===== src/rtl/dbr_pkg.sv =====
// ----------------------------------------------------------------------------
// dbr_pkg
// Shared types and constants for the device bring-up and recovery supervisor.
// ----------------------------------------------------------------------------
package dbr_pkg;

    localparam int unsigned CFG_ADDR_W = 8;
    localparam int unsigned CFG_DATA_W = 16;
    localparam int unsigned TIME_W     = 32;
    localparam int unsigned HOLD_W     = 16;
    localparam int unsigned LIMIT_W    = 3;
    localparam int unsigned RCNT_W     = 4;

    localparam logic [CFG_ADDR_W-1:0] REG_DETECT_TIMEOUT = CFG_ADDR_W'(0);
    localparam logic [CFG_ADDR_W-1:0] REG_ERROR_HOLDOFF  = CFG_ADDR_W'(1);
    localparam logic [CFG_ADDR_W-1:0] REG_FATAL_HOLDOFF  = CFG_ADDR_W'(2);
    localparam logic [CFG_ADDR_W-1:0] REG_RECOVERY_LIMIT = CFG_ADDR_W'(3);

    localparam logic [HOLD_W-1:0]  DETECT_TIMEOUT_RST = HOLD_W'(2000);
    localparam logic [HOLD_W-1:0]  ERROR_HOLDOFF_RST  = HOLD_W'(1000);
    localparam logic [HOLD_W-1:0]  FATAL_HOLDOFF_RST  = HOLD_W'(2000);
    localparam logic [LIMIT_W-1:0] RECOVERY_LIMIT_RST = LIMIT_W'(3);
    localparam logic [RCNT_W-1:0]  RCNT_MAX           = '1;

    typedef enum logic [2:0] {
        ST_INIT  = 3'd0,
        ST_RESET = 3'd1,
        ST_SETUP = 3'd2,
        ST_RUN   = 3'd3,
        ST_ERROR = 3'd4,
        ST_FATAL = 3'd5
    } t_state;

    typedef enum logic [1:0] {
        PR_UNKNOWN  = 2'd0,
        PR_NORMAL   = 2'd1,
        PR_NOTFOUND = 2'd2,
        PR_FAILED   = 2'd3
    } t_presence;

    typedef enum logic [2:0] {
        EV_NONE     = 3'd0,
        EV_NOTFOUND = 3'd1,
        EV_FATAL    = 3'd2,
        EV_IFERR    = 3'd3,
        EV_STARTED  = 3'd4
    } t_event;

    typedef struct packed {
        logic [HOLD_W-1:0]  detect_timeout_ms;
        logic [HOLD_W-1:0]  error_holdoff_ms;
        logic [HOLD_W-1:0]  fatal_holdoff_ms;
        logic [LIMIT_W-1:0] recovery_limit;
    } t_cfg;

    typedef struct packed {
        t_state            cur_state;
        logic [TIME_W-1:0] state_entry_time;
        logic [RCNT_W-1:0] recovery_count;
        logic              last_enable;
        logic              interface_enabled;
        t_presence         presence;
    } t_ctx;

    typedef struct packed {
        logic              power_enable;
        logic              power_present;
        logic              reset_done;
        logic              chip_detected;
        logic              setup_ok;
        logic              status_ok;
        logic [TIME_W-1:0] now_ms;
    } t_poll;

    typedef struct packed {
        t_state    state_code;
        logic      interface_on;
        logic      reset_request;
        logic      setup_request;
        logic      status_request;
        t_presence presence_code;
        logic      readback_clear;
        t_event    event_code;
    } t_result;

endpackage


===== src/rtl/dbr_if.sv =====
// ----------------------------------------------------------------------------
// dbr_if
// Handshake channels for polls, results and configuration writes.
// ----------------------------------------------------------------------------
interface dbr_poll_if;
    logic        valid;
    logic        ready;
    logic        power_enable;
    logic        power_present;
    logic        reset_done;
    logic        chip_detected;
    logic        setup_ok;
    logic        status_ok;
    logic [31:0] now_ms;

    modport source (
        output valid, power_enable, power_present, reset_done, chip_detected,
               setup_ok, status_ok, now_ms,
        input  ready
    );
    modport sink (
        input  valid, power_enable, power_present, reset_done, chip_detected,
               setup_ok, status_ok, now_ms,
        output ready
    );
endinterface

interface dbr_result_if;
    logic       valid;
    logic       ready;
    logic [2:0] state_code;
    logic       interface_on;
    logic       reset_request;
    logic       setup_request;
    logic       status_request;
    logic [1:0] presence_code;
    logic       readback_clear;
    logic [2:0] event_code;

    modport source (
        output valid, state_code, interface_on, reset_request, setup_request,
               status_request, presence_code, readback_clear, event_code,
        input  ready
    );
    modport sink (
        input  valid, state_code, interface_on, reset_request, setup_request,
               status_request, presence_code, readback_clear, event_code,
        output ready
    );
endinterface

interface dbr_cfg_if;
    logic                            valid;
    logic                            ready;
    logic [dbr_pkg::CFG_ADDR_W-1:0]  addr;
    logic [dbr_pkg::CFG_DATA_W-1:0]  data;

    modport source (output valid, addr, data, input ready);
    modport sink (input valid, addr, data, output ready);
endinterface


===== src/rtl/dbr_step.sv =====
// ----------------------------------------------------------------------------
// dbr_step
// One poll of the supervisor: next context and result word from the current
// context, the configuration and the poll.
// ----------------------------------------------------------------------------
module dbr_step (
    input  dbr_pkg::t_ctx    i_ctx,
    input  dbr_pkg::t_cfg    i_cfg,
    input  dbr_pkg::t_poll   i_poll,
    output dbr_pkg::t_ctx    o_ctx,
    output dbr_pkg::t_result o_res
);

    logic                       enable;
    logic [dbr_pkg::TIME_W-1:0] elapsed;
    dbr_pkg::t_state            next;
    dbr_pkg::t_event            evt;
    logic                       rst_req;
    logic                       setup_req;
    logic                       stat_req;

    assign enable  = i_poll.power_enable & i_poll.power_present;
    assign elapsed = i_poll.now_ms - i_ctx.state_entry_time;

    always_comb begin
        o_ctx     = i_ctx;
        next      = i_ctx.cur_state;
        evt       = dbr_pkg::EV_NONE;
        rst_req   = 1'b0;
        setup_req = 1'b0;
        stat_req  = 1'b0;

        if (i_ctx.last_enable != enable) begin
            o_ctx.last_enable       = enable;
            o_ctx.interface_enabled = enable;
        end

        case (i_ctx.cur_state)
            dbr_pkg::ST_INIT: begin
                if (enable) begin
                    next = dbr_pkg::ST_RESET;
                end
            end
            dbr_pkg::ST_RESET: begin
                if (!enable) begin
                    next = dbr_pkg::ST_ERROR;
                end else begin
                    rst_req = 1'b1;
                    if (i_poll.reset_done) begin
                        if (i_poll.chip_detected) begin
                            o_ctx.presence = dbr_pkg::PR_NORMAL;
                            next           = dbr_pkg::ST_SETUP;
                        end else begin
                            o_ctx.presence = dbr_pkg::PR_NOTFOUND;
                            if (elapsed > {16'd0, i_cfg.detect_timeout_ms}) begin
                                next = dbr_pkg::ST_ERROR;
                                evt  = dbr_pkg::EV_NOTFOUND;
                            end
                        end
                    end
                end
            end
            dbr_pkg::ST_SETUP: begin
                setup_req = 1'b1;
                next      = i_poll.setup_ok ? dbr_pkg::ST_RUN : dbr_pkg::ST_ERROR;
            end
            dbr_pkg::ST_RUN: begin
                if (!enable) begin
                    next = dbr_pkg::ST_ERROR;
                end else begin
                    o_ctx.recovery_count = '0;
                end
            end
            dbr_pkg::ST_ERROR: begin
                o_ctx.interface_enabled = 1'b0;
                if (i_ctx.recovery_count > {1'b0, i_cfg.recovery_limit}) begin
                    next = dbr_pkg::ST_FATAL;
                    evt  = dbr_pkg::EV_FATAL;
                end else if (elapsed > {16'd0, i_cfg.error_holdoff_ms}) begin
                    if (i_ctx.recovery_count != dbr_pkg::RCNT_MAX) begin
                        o_ctx.recovery_count = i_ctx.recovery_count + 1'b1;
                    end
                    next = dbr_pkg::ST_INIT;
                end
            end
            dbr_pkg::ST_FATAL: begin
                o_ctx.presence = dbr_pkg::PR_FAILED;
                if (elapsed > {16'd0, i_cfg.fatal_holdoff_ms}) begin
                    o_ctx.recovery_count = '0;
                    next                 = dbr_pkg::ST_INIT;
                end
            end
            default: begin
                next = dbr_pkg::ST_INIT;
            end
        endcase

        if (next == dbr_pkg::ST_RUN) begin
            stat_req = 1'b1;
            if (!i_poll.status_ok) begin
                next = dbr_pkg::ST_ERROR;
            end
        end

        if (next != i_ctx.cur_state) begin
            o_ctx.state_entry_time = i_poll.now_ms;
            if (i_ctx.cur_state != dbr_pkg::ST_RESET) begin
                if (next == dbr_pkg::ST_ERROR) begin
                    evt = dbr_pkg::EV_IFERR;
                end else if (next == dbr_pkg::ST_RUN) begin
                    evt = dbr_pkg::EV_STARTED;
                end
            end
        end
        o_ctx.cur_state = next;

        o_res.state_code     = next;
        o_res.interface_on   = o_ctx.interface_enabled;
        o_res.reset_request  = rst_req;
        o_res.setup_request  = setup_req;
        o_res.status_request = stat_req;
        o_res.presence_code  = o_ctx.presence;
        o_res.readback_clear = (next != dbr_pkg::ST_RUN);
        o_res.event_code     = evt;
    end

endmodule


===== src/rtl/device_bringup_recovery_fsm.sv =====
// ----------------------------------------------------------------------------
// device_bringup_recovery_fsm
// Bring-up and recovery supervisor for an external clock chip, one poll per
// word, with programmable timeouts and recovery limit.
// ----------------------------------------------------------------------------
// A poll word is captured in an input register and evaluated once the result
// register is free, when the supervisor context and the result register update
// together. One poll is accepted every cycle while results are taken; an
// accepted poll passes through the input register and then the result
// register to reach its result word. Configuration writes are accepted
// in every cycle and must be made only while no poll is in flight.
module device_bringup_recovery_fsm (
    input  logic              i_clk,
    input  logic              i_rst_n,
    dbr_poll_if.sink          i_poll,
    dbr_result_if.source      o_res,
    dbr_cfg_if.sink           i_cfg
);

    dbr_pkg::t_cfg    r_cfg;
    dbr_pkg::t_ctx    r_ctx;
    dbr_pkg::t_ctx    n_ctx;
    dbr_pkg::t_poll   r_poll;
    logic             r_poll_valid;
    dbr_pkg::t_result r_res;
    dbr_pkg::t_result n_res;
    logic             r_res_valid;
    logic             res_load;
    logic             poll_take;

    assign res_load  = r_poll_valid && (!r_res_valid || o_res.ready);
    assign poll_take = i_poll.valid && i_poll.ready;

    assign i_poll.ready = !r_poll_valid || res_load;
    assign i_cfg.ready  = 1'b1;

    always_ff @(posedge i_clk) begin
        if (!i_rst_n) begin
            r_cfg.detect_timeout_ms <= dbr_pkg::DETECT_TIMEOUT_RST;
            r_cfg.error_holdoff_ms  <= dbr_pkg::ERROR_HOLDOFF_RST;
            r_cfg.fatal_holdoff_ms  <= dbr_pkg::FATAL_HOLDOFF_RST;
            r_cfg.recovery_limit    <= dbr_pkg::RECOVERY_LIMIT_RST;
        end else if (i_cfg.valid) begin
            case (i_cfg.addr)
                dbr_pkg::REG_DETECT_TIMEOUT: r_cfg.detect_timeout_ms <= i_cfg.data;
                dbr_pkg::REG_ERROR_HOLDOFF:  r_cfg.error_holdoff_ms  <= i_cfg.data;
                dbr_pkg::REG_FATAL_HOLDOFF:  r_cfg.fatal_holdoff_ms  <= i_cfg.data;
                dbr_pkg::REG_RECOVERY_LIMIT: begin
                    r_cfg.recovery_limit <= i_cfg.data[dbr_pkg::LIMIT_W-1:0];
                end
                default: ;
            endcase
        end
    end

    always_ff @(posedge i_clk) begin
        if (poll_take) begin
            r_poll.power_enable  <= i_poll.power_enable;
            r_poll.power_present <= i_poll.power_present;
            r_poll.reset_done    <= i_poll.reset_done;
            r_poll.chip_detected <= i_poll.chip_detected;
            r_poll.setup_ok      <= i_poll.setup_ok;
            r_poll.status_ok     <= i_poll.status_ok;
            r_poll.now_ms        <= i_poll.now_ms;
        end
        if (res_load) begin
            r_res <= n_res;
        end
    end

    always_ff @(posedge i_clk) begin
        if (!i_rst_n) begin
            r_poll_valid <= 1'b0;
            r_res_valid  <= 1'b0;
            r_ctx        <= '{cur_state: dbr_pkg::ST_INIT, presence: dbr_pkg::PR_UNKNOWN,
                              default: '0};
        end else begin
            if (i_poll.ready) begin
                r_poll_valid <= i_poll.valid;
            end
            if (res_load) begin
                r_res_valid <= 1'b1;
                r_ctx       <= n_ctx;
            end else if (o_res.ready) begin
                r_res_valid <= 1'b0;
            end
        end
    end

    dbr_step u_step (
        .i_ctx  (r_ctx),
        .i_cfg  (r_cfg),
        .i_poll (r_poll),
        .o_ctx  (n_ctx),
        .o_res  (n_res)
    );

    assign o_res.valid          = r_res_valid;
    assign o_res.state_code     = r_res.state_code;
    assign o_res.interface_on   = r_res.interface_on;
    assign o_res.reset_request  = r_res.reset_request;
    assign o_res.setup_request  = r_res.setup_request;
    assign o_res.status_request = r_res.status_request;
    assign o_res.presence_code  = r_res.presence_code;
    assign o_res.readback_clear = r_res.readback_clear;
    assign o_res.event_code     = r_res.event_code;

    a_load_shows: assert property (@(posedge i_clk) disable iff (!i_rst_n)
        res_load |=> r_res_valid)
        else $error("evaluated poll did not reach the result register");

    a_ctx_matches_result: assert property (@(posedge i_clk) disable iff (!i_rst_n)
        $past(res_load) |-> (r_ctx.cur_state == r_res.state_code &&
                             r_ctx.presence == r_res.presence_code))
        else $error("context and result word disagree");

    a_fatal_event: assert property (@(posedge i_clk) disable iff (!i_rst_n)
        (r_res_valid && r_res.event_code == dbr_pkg::EV_FATAL) |->
            r_res.state_code == dbr_pkg::ST_FATAL)
        else $error("fatal event without fatal state");

    a_status_req: assert property (@(posedge i_clk) disable iff (!i_rst_n)
        (r_res_valid && r_res.status_request) |->
            (r_res.state_code == dbr_pkg::ST_RUN || r_res.state_code == dbr_pkg::ST_ERROR))
        else $error("status readback outside run entry");

endmodule

===== src/flat_wrapper.sv =====
// flat-port wrapper written by rule: the top's interface ports become plain ports
module device_bringup_recovery_fsm_flat 
  (i_clk, i_rst_n, i_poll_valid, i_poll_power_enable, i_poll_power_present, i_poll_reset_done, i_poll_chip_detected, i_poll_setup_ok, i_poll_status_ok, i_poll_now_ms, i_poll_ready, o_res_valid, o_res_state_code, o_res_interface_on, o_res_reset_request, o_res_setup_request, o_res_status_request, o_res_presence_code, o_res_readback_clear, o_res_event_code, o_res_ready, i_cfg_valid, i_cfg_addr, i_cfg_data, i_cfg_ready);
  dbr_poll_if i_poll_i ();
  dbr_result_if o_res_i ();
  dbr_cfg_if i_cfg_i ();
  input  logic i_clk;
  input  logic i_rst_n;
  input wire logic [$bits(i_poll_i.valid)-1:0] i_poll_valid;
  input wire logic [$bits(i_poll_i.power_enable)-1:0] i_poll_power_enable;
  input wire logic [$bits(i_poll_i.power_present)-1:0] i_poll_power_present;
  input wire logic [$bits(i_poll_i.reset_done)-1:0] i_poll_reset_done;
  input wire logic [$bits(i_poll_i.chip_detected)-1:0] i_poll_chip_detected;
  input wire logic [$bits(i_poll_i.setup_ok)-1:0] i_poll_setup_ok;
  input wire logic [$bits(i_poll_i.status_ok)-1:0] i_poll_status_ok;
  input wire logic [$bits(i_poll_i.now_ms)-1:0] i_poll_now_ms;
  output wire logic [$bits(i_poll_i.ready)-1:0] i_poll_ready;
  output wire logic [$bits(o_res_i.valid)-1:0] o_res_valid;
  output wire logic [$bits(o_res_i.state_code)-1:0] o_res_state_code;
  output wire logic [$bits(o_res_i.interface_on)-1:0] o_res_interface_on;
  output wire logic [$bits(o_res_i.reset_request)-1:0] o_res_reset_request;
  output wire logic [$bits(o_res_i.setup_request)-1:0] o_res_setup_request;
  output wire logic [$bits(o_res_i.status_request)-1:0] o_res_status_request;
  output wire logic [$bits(o_res_i.presence_code)-1:0] o_res_presence_code;
  output wire logic [$bits(o_res_i.readback_clear)-1:0] o_res_readback_clear;
  output wire logic [$bits(o_res_i.event_code)-1:0] o_res_event_code;
  input wire logic [$bits(o_res_i.ready)-1:0] o_res_ready;
  input wire logic [$bits(i_cfg_i.valid)-1:0] i_cfg_valid;
  input wire logic [$bits(i_cfg_i.addr)-1:0] i_cfg_addr;
  input wire logic [$bits(i_cfg_i.data)-1:0] i_cfg_data;
  output wire logic [$bits(i_cfg_i.ready)-1:0] i_cfg_ready;
  assign i_poll_i.valid = i_poll_valid;
  assign i_poll_i.power_enable = i_poll_power_enable;
  assign i_poll_i.power_present = i_poll_power_present;
  assign i_poll_i.reset_done = i_poll_reset_done;
  assign i_poll_i.chip_detected = i_poll_chip_detected;
  assign i_poll_i.setup_ok = i_poll_setup_ok;
  assign i_poll_i.status_ok = i_poll_status_ok;
  assign i_poll_i.now_ms = i_poll_now_ms;
  assign i_poll_ready = i_poll_i.ready;
  assign o_res_valid = o_res_i.valid;
  assign o_res_state_code = o_res_i.state_code;
  assign o_res_interface_on = o_res_i.interface_on;
  assign o_res_reset_request = o_res_i.reset_request;
  assign o_res_setup_request = o_res_i.setup_request;
  assign o_res_status_request = o_res_i.status_request;
  assign o_res_presence_code = o_res_i.presence_code;
  assign o_res_readback_clear = o_res_i.readback_clear;
  assign o_res_event_code = o_res_i.event_code;
  assign o_res_i.ready = o_res_ready;
  assign i_cfg_i.valid = i_cfg_valid;
  assign i_cfg_i.addr = i_cfg_addr;
  assign i_cfg_i.data = i_cfg_data;
  assign i_cfg_ready = i_cfg_i.ready;
  device_bringup_recovery_fsm u_core (.i_clk(i_clk), .i_rst_n(i_rst_n), .i_poll(i_poll_i), .o_res(o_res_i), .i_cfg(i_cfg_i));
endmodule

===== config.mk =====
export PLATFORM = sky130hd
export DESIGN_NAME = device_bringup_recovery_fsm_flat
export DESIGN_NICKNAME = d
export VERILOG_FILES = /design/src/rtl/dbr_pkg.sv /design/src/rtl/dbr_if.sv /design/src/rtl/dbr_step.sv /design/src/rtl/device_bringup_recovery_fsm.sv /design/src/flat_wrapper.sv
export SDC_FILE = /design/constraint.sdc
export NUM_CORES = 1
export LEC_CHECK = 0
export ABC_AREA = 0
export BUFFER_PORTS_ARGS = -buffer_cell sky130_fd_sc_hd__buf_4
export CORE_MARGIN = 1.5
export CORE_UTILIZATION = 40
export DETAILED_ROUTE_END_ITERATION = 8
export GPL_TIMING_DRIVEN = 0
export PLACE_DENSITY = 0.55
export SLEW_MARGIN = 0
export SYNTH_ARGS = -nofsm -noshare
export SYNTH_HDL_FRONTEND = slang
export SYNTH_SLANG_ARGS = --single-unit
export TNS_END_PERCENT = 5

===== constraint.sdc =====
create_clock -name i_clk -period 11.53 [get_ports i_clk]
set_clock_uncertainty 0.2 [all_clocks]
set_input_delay 2.306 -clock i_clk [delete_from_list [all_inputs] [get_ports i_clk]]
set_output_delay 2.306 -clock i_clk [all_outputs]
set_load 0.02 [all_outputs]

======== Word-level counts from Yosys, hierarchy flattened ========
Cells that the tools add are included.
storage, ports and cells
  output and inout bits ................... 16
  word-level logic and storage cells ...... 112
  bits of input ports ..................... 67
  register bits after elaboration ......... 147
cells by class
  $lt $le $gt $ge ......................... 4
  equality and inequality tests ........... 21
  add/sub/neg operators ................... 2
  reduce and logical (&&, ||, !) cells .... 17
  bitwise logic cells ..................... 1
  multiplexer cells ....................... 40
operators by type and width
  cell                                                    count
  greater-than comparator 32 x 16 -> 1 bit                3
  2-to-1 mux 3 bit                                        19
  subtractor 32 bit                                       1
  2-to-1 mux 4 bit                                        5
  one-hot mux 3 bit (6 select lines)                      1
  equality test 8 x 2 -> 1 bit (second input constant)    2
  equality test 3 x 2 -> 1 bit (second input constant)    4
  one-hot mux 4 bit (3 select lines)                      1
  AND reduction 2 bit                                     6
  inequality test 2 bit (second input constant)           5
  equality test 3 bit (second input constant)             3
  equality test 8 x 1 -> 1 bit (second input constant)    1
  logical NOT 8 bit                                       1
  2-to-1 mux 1 bit                                        8
  2-to-1 mux 2 bit                                        4
  AND reduction 7 bit                                     1
  one-hot mux 3 bit (2 select lines)                      1
  adder 4 x 1 -> 4 bit (second input constant)            1
  greater-than comparator 4 x 3 -> 1 bit                  1
  inequality test 4 bit (second input constant)           1
  one-hot mux 2 bit (2 select lines)                      1
  equality test 3 x 1 -> 1 bit (second input constant)    1
  logical NOT 3 bit                                       1
  inequality test 3 x 1 -> 1 bit (second input constant)  1
  other kinds (9)                                         12

======== Longest topological paths before layout ========
  depth in word-level cells ............... 14
  mapped depth ............................ 21
  gate-level depth less buffers ........... 20

======== Hierarchy ========
A second synthesis with hierarchy kept.
second synthesis, totals
  cells, all modules ...................... 1,101
  area total of the unflattened synthesis .. 9,933.3 um^2
modules (own cells, without submodules)
  module                       cells each  area each (um^2)  sequential area each (um^2)  times used
  device_bringup_recovery_fsm  455         5,378.9           3,453.3                      1
  dbr_step                     646         4,554.4           0.0                          1

======== Worst setup path after synthesis ========
OpenSTA, ideal clock, no wires.
  path kind ............................... input to output
  start ................................... in o_res_ready
  end ..................................... out i_poll_ready
  data required time ...................... 9.024 ns
  slack ................................... 6.365 ns
  arrival ................................. 2.659 ns
  buffers on the path ..................... 0
  cell stages on the path ................. 2
  cell sequence ........................... nor2b_1 -> nand2_1
between the ends
  longest elaborated chain between the ends .. 3
ends and longest elaborated chain
  what                line                               text
  start: declaration  flat_wrapper.sv:27                 input wire logic [$bits(o_res_i.ready)-1:0] o_res_ready;
  logical OR 1 bit    device_bringup_recovery_fsm.sv:31  assign res_load = r_poll_valid && (!r_res_valid || o_res.ready);
  logical AND 1 bit   device_bringup_recovery_fsm.sv:31
  logical OR 1 bit    device_bringup_recovery_fsm.sv:34  assign i_poll.ready = !r_poll_valid || res_load;
  end: declaration    flat_wrapper.sv:17                 output wire logic [$bits(i_poll_i.ready)-1:0] i_poll_ready;
No other way between the ends.

======== Worst setup path after layout ========
  start ................................... reg u_core.r_poll[0] (netlist name)
  end ..................................... reg u_core.r_ctx[13] (netlist name)
between the ends
  longest elaborated chain between the ends .. 11
  elaborated cells on any way between the ends .. 17
  classes of those cells .................. 1 x add/sub; 3 x order compare; 2 x eq/ne; 10 x mux; 1 x reduce/logical
ends and longest elaborated chain
  what                                                                     line                               text
  start: declaration                                                       device_bringup_recovery_fsm.sv:23  dbr_pkg::t_poll r_poll;
  subtractor 32 bit *                                                      dbr_step.sv:23                     assign elapsed = i_poll.now_ms - i_ctx.state_entry_time;
  greater-than comparator 32 x 16 -> 1 bit                                 dbr_step.sv:55                     if (elapsed > {16'd0, i_cfg.detect_timeout_ms}) begin
  2-to-1 mux 3 bit                                                         dbr_step.sv:55
  2-to-1 mux 3 bit                                                         dbr_step.sv:50                     if (i_poll.chip_detected) begin
  2-to-1 mux 3 bit                                                         dbr_step.sv:49                     if (i_poll.reset_done) begin
  2-to-1 mux 3 bit                                                         dbr_step.sv:45                     if (!enable) begin
  one-hot mux 3 bit (6 select lines) *                                     dbr_step.sv:38                     case (i_ctx.cur_state)
  equality test 3 x 2 -> 1 bit / 2-to-1 mux 3 bit (equally long branches)  dbr_step.sv:98, dbr_step.sv:100
  2-to-1 mux 3 bit *                                                       dbr_step.sv:98                     if (next == dbr_pkg::ST_RUN) begin
  inequality test 3 bit *                                                  dbr_step.sv:105                    if (next != i_ctx.cur_state) begin
  AND reduction 2 bit (no source line) *                                   --
  end signal: assignment                                                   device_bringup_recovery_fsm.sv:75  r_ctx <= '{cur_state: dbr_pkg::ST_INIT, presence: dbr_pkg::PR_UNKNOWN,
  end signal: assignment                                                   device_bringup_recovery_fsm.sv:83  r_ctx <= n_ctx;
  end: declaration                                                         device_bringup_recovery_fsm.sv:21  dbr_pkg::t_ctx r_ctx;
Mark *: on every way between the ends. The rest lies on a longest branch, timed or not.
A chain may end at the register's enable or synchronous reset.

==> out/results.tsv <==
metric	value	unit
row_count	54	
drv_slew	0	
dieArea	23590	um2
layout_commonest_cell	nand2_1	
grt_pass1_vias	7178	
seqCellArea	3453	um2
num_vias	7250	
cts_hold_buf	0	
worstMarginPinSlew	889.0	ps
cp-end-kind	register	
setup_viol	0	
max_stage_delay	500	ps
cts_resized	0	
r2r-end	u_core.r_ctx[13]	
post-route-period-util	47.34	%
drv_cap	0	
synth_enable_flop_cells	51	
hpwlAfterDp	16890	um
r2r_slack	6070	ps
drive_gt1_share	13.46	%
path_clk_slew	70	ps
syn-num-nets	1168	
ys_types	72	
via_per_inst	5.145	
drtIter0Drc	403	
cts_buffers	17	
ys_async_sr_fraction	0	%
rsz0062_at_grt	false	
critPathLaunch	u_core.r_poll[0]	
critical_path_class	reg2reg	
fin_util	48.11	%
fin_tns_setup	0	ps
antennaDiodeCount	0	
required	11690	ps
drtPass1Iterations	5	
final_hold_viol_count	0	
grt_antenna_before_repair	0	
synth_area_per_cell	8.921	um2
slew_headroom	40.73	%
io_pins	83	
start_kind	register	
gr-total-overflow	0	
grt_max_degree	39	
fmax	183.2	MHz
p_leak	0.004340	uW
num-fill-cells	2127	
grt_pass1_wl	36160	um
crit_path_end	u_core.r_ctx[13]	
p_per_area	134.1	nW/um2
yosysWarnings	0	
cts_tree	built	
grt_use_total	19.36	%
die_y	153.6	um
status	finished clean	
cp_cell_sequence	inv_1 -> ha_1 -> fa_1 -> nand2b_1 -> a21oi_2 -> o21ai_1 -> nand2b_1 -> xor2_1 -> ha_1 -> nand2_1 -> nor4_1 -> o21ai_0 -> o2111ai_1 -> o211ai_1 -> and2_1 -> a2111oi_0 -> o211ai_2 -> a31oi_4 -> buf_6 -> mux2i_1	
post_cts_buffers	0	
min_period	5458	ps
ys_ff_latch	147	
gp_congestion	0.8790	
drc	0	
root_buffer	clkbuf_16	
start_util	41.19	%
hold_slack	252.5	ps
critPathMaxFanout	10	
layout_common_cells	nand2_1, dfxtp_1, inv_1, ha_1, buf_4	
area_growth	16.81	%
die_width	153.6	um
ir_worst_vdd	0.0001120	V
hold_class	reg2reg	
ctsHtreeMaxLevel	4	
antenna_left	0	
timing.rr.start	u_core.r_poll[0]	
cts_sinks	147	
synth_area	9072	um2
synth_cells	1017	
wire_per_inst	15.54	um
rr_worst_depth	20	
multi_input_area	5041	um2
routed_wl	21900	um
ys.flop_type	dfxtp_1	
clkLatencyLatePin	430	ps
crit_arrival	5620	ps
ys_seq_area_share	38.06	%
port_buffers	80	
fin_nets	1267	
cp_slowest_cell	a2111oi_0	
core	22030	um2
cts_max_path_buffers	2	
## how the worst min path moves through the flow
| stage | slack [ps] | cells after the start | startpoint | endpoint |
|---|---|---|---|---|
| after floorplan | 230 | 2 | u_core.r_ctx[10] | u_core.r_ctx[10] |
| after global placement | 240 | 2 | u_core.r_ctx[23] | u_core.r_ctx[23] |
| after detailed placement | 250 | 2 | u_core.r_ctx[17] | u_core.r_ctx[17] |
| after CTS | 260 | 2 | u_core.r_ctx[27] | u_core.r_ctx[27] |
| after global routing | 270 | 2 | u_core.r_ctx[19] | u_core.r_ctx[19] |
| final | 250 | 2 | u_core.r_ctx[27] | u_core.r_ctx[27] |
## cells by family after synthesis
| logic type | share of synthesized area (%) |
|---|---|
| compound gates | 16.58 |
| xor+xnor | 2.510 |
| fa+ha+maj | 11.67 |
| buf+inv | 6.385 |
| flops | 38.06 |
| mux | 6.965 |
| other cells | 0.04133 |
| simple gates | 17.79 |
## report_power, final
part           total (uW)  switching (uW)  internal (uW)
Clock                 550             246            303
Sequential            566            9.70            556
Combinational         306             179            128
## stage by stage
step / instance area [um2] / total power (uW) / std cells / setup slack, ps
finish: 10600 / 1421 / 1409 / 6072
floorplan: 9072 / 791.0 / 1017 / 6365
detailed placement: 10020 / 882.8 / 1377 / 6085
CTS: 10600 / 1438 / 1409 / 6039
global route: 10600 / 1500 / 1409 / 5745
global placement: 10020 / 880.1 / 1377 / 6063
## synthesized netlist by cell type, drive strengths merged, types with 3 or more instances
cell type | number | area [um2]
a2111oi | 3 | 45.05
a211oi | 10 | 85.08
a21boi | 18 | 135.1
a21o | 14 | 105.1
a21oi | 58 | 301.5
a22oi | 3 | 22.52
a31oi | 10 | 77.57
and2 | 9 | 56.30
and3 | 3 | 23.77
and4 | 4 | 37.54
buf | 15 | 117.6
clkbuf | 26 | 97.59
dfxtp | 96 | 1922
edfxtp | 51 | 1531
ha | 83 | 1039
inv | 96 | 360.3
mux2i | 62 | 620.6
nand2 | 164 | 615.6
nand2b | 10 | 62.56
nand3 | 13 | 65.06
nand4 | 15 | 100.1
nor2 | 48 | 180.2
nor2b | 35 | 219.0
nor3 | 5 | 25.02
nor4 | 8 | 50.05
o2111ai | 3 | 26.28
o211ai | 23 | 187.7
o21a | 17 | 127.6
o21ai | 44 | 220.2
o21bai | 3 | 22.52
o22ai | 4 | 25.02
or2 | 5 | 31.28
or3 | 4 | 30.03
or4 | 4 | 30.03
xnor2 | 18 | 157.7
xor2 | 8 | 70.07
## per-layer routing
| metal | global-route usage (%) | part of all wire (%) | vias up |
|---|---|---|---|
| met5 | 0 | 0 | - |
| met4 | 5.640 | 1.3 | 0 |
| met3 | 3.890 | 4.4 | 21 |
| met2 | 33.12 | 48 | 129 |
| met1 | 24.66 | 46 | 3338 |
| li1 | - | - | 3762 |
## state kept, by name, summed over array words and instances, names as in the netlist
signal,flops
u_core.o_res.presence_code,2
u_core.r_poll,38
u_core.o_res.event_code,3
u_core.o_res.valid,1
u_core.o_res.status_request,1
u_core.o_res.setup_request,1
u_core.r_poll_valid,1
u_core.o_res.interface_on,1
u_core.r_cfg,51
u_core.o_res.state_code,3
u_core.o_res.readback_clear,1
u_core.o_res.reset_request,1
u_core.r_ctx,43
## area by class of cell
cell class                 count  share of cell area [%]
sequential                   147                   32.59
buffer                        41                   2.031
clock buffer                  17                   4.014
inverter                      97                   3.436
tap                          280                   3.306
timing repair buffer          80                   5.667
clock inverter                15                   1.393
multi-input combinational    732                   47.57
## worst max-delay path: cells and delay by family, from the launching register on
family / cells / cell delay [ps]
compound gates: 8 / 2020
simple gates: 5 / 1010
fa+ha+maj: 3 / 860
flops: 1 / 400
xor+xnor: 1 / 390
buf+inv: 2 / 300
mux: 1 / 200
Power figures use the tool's default switching activity.
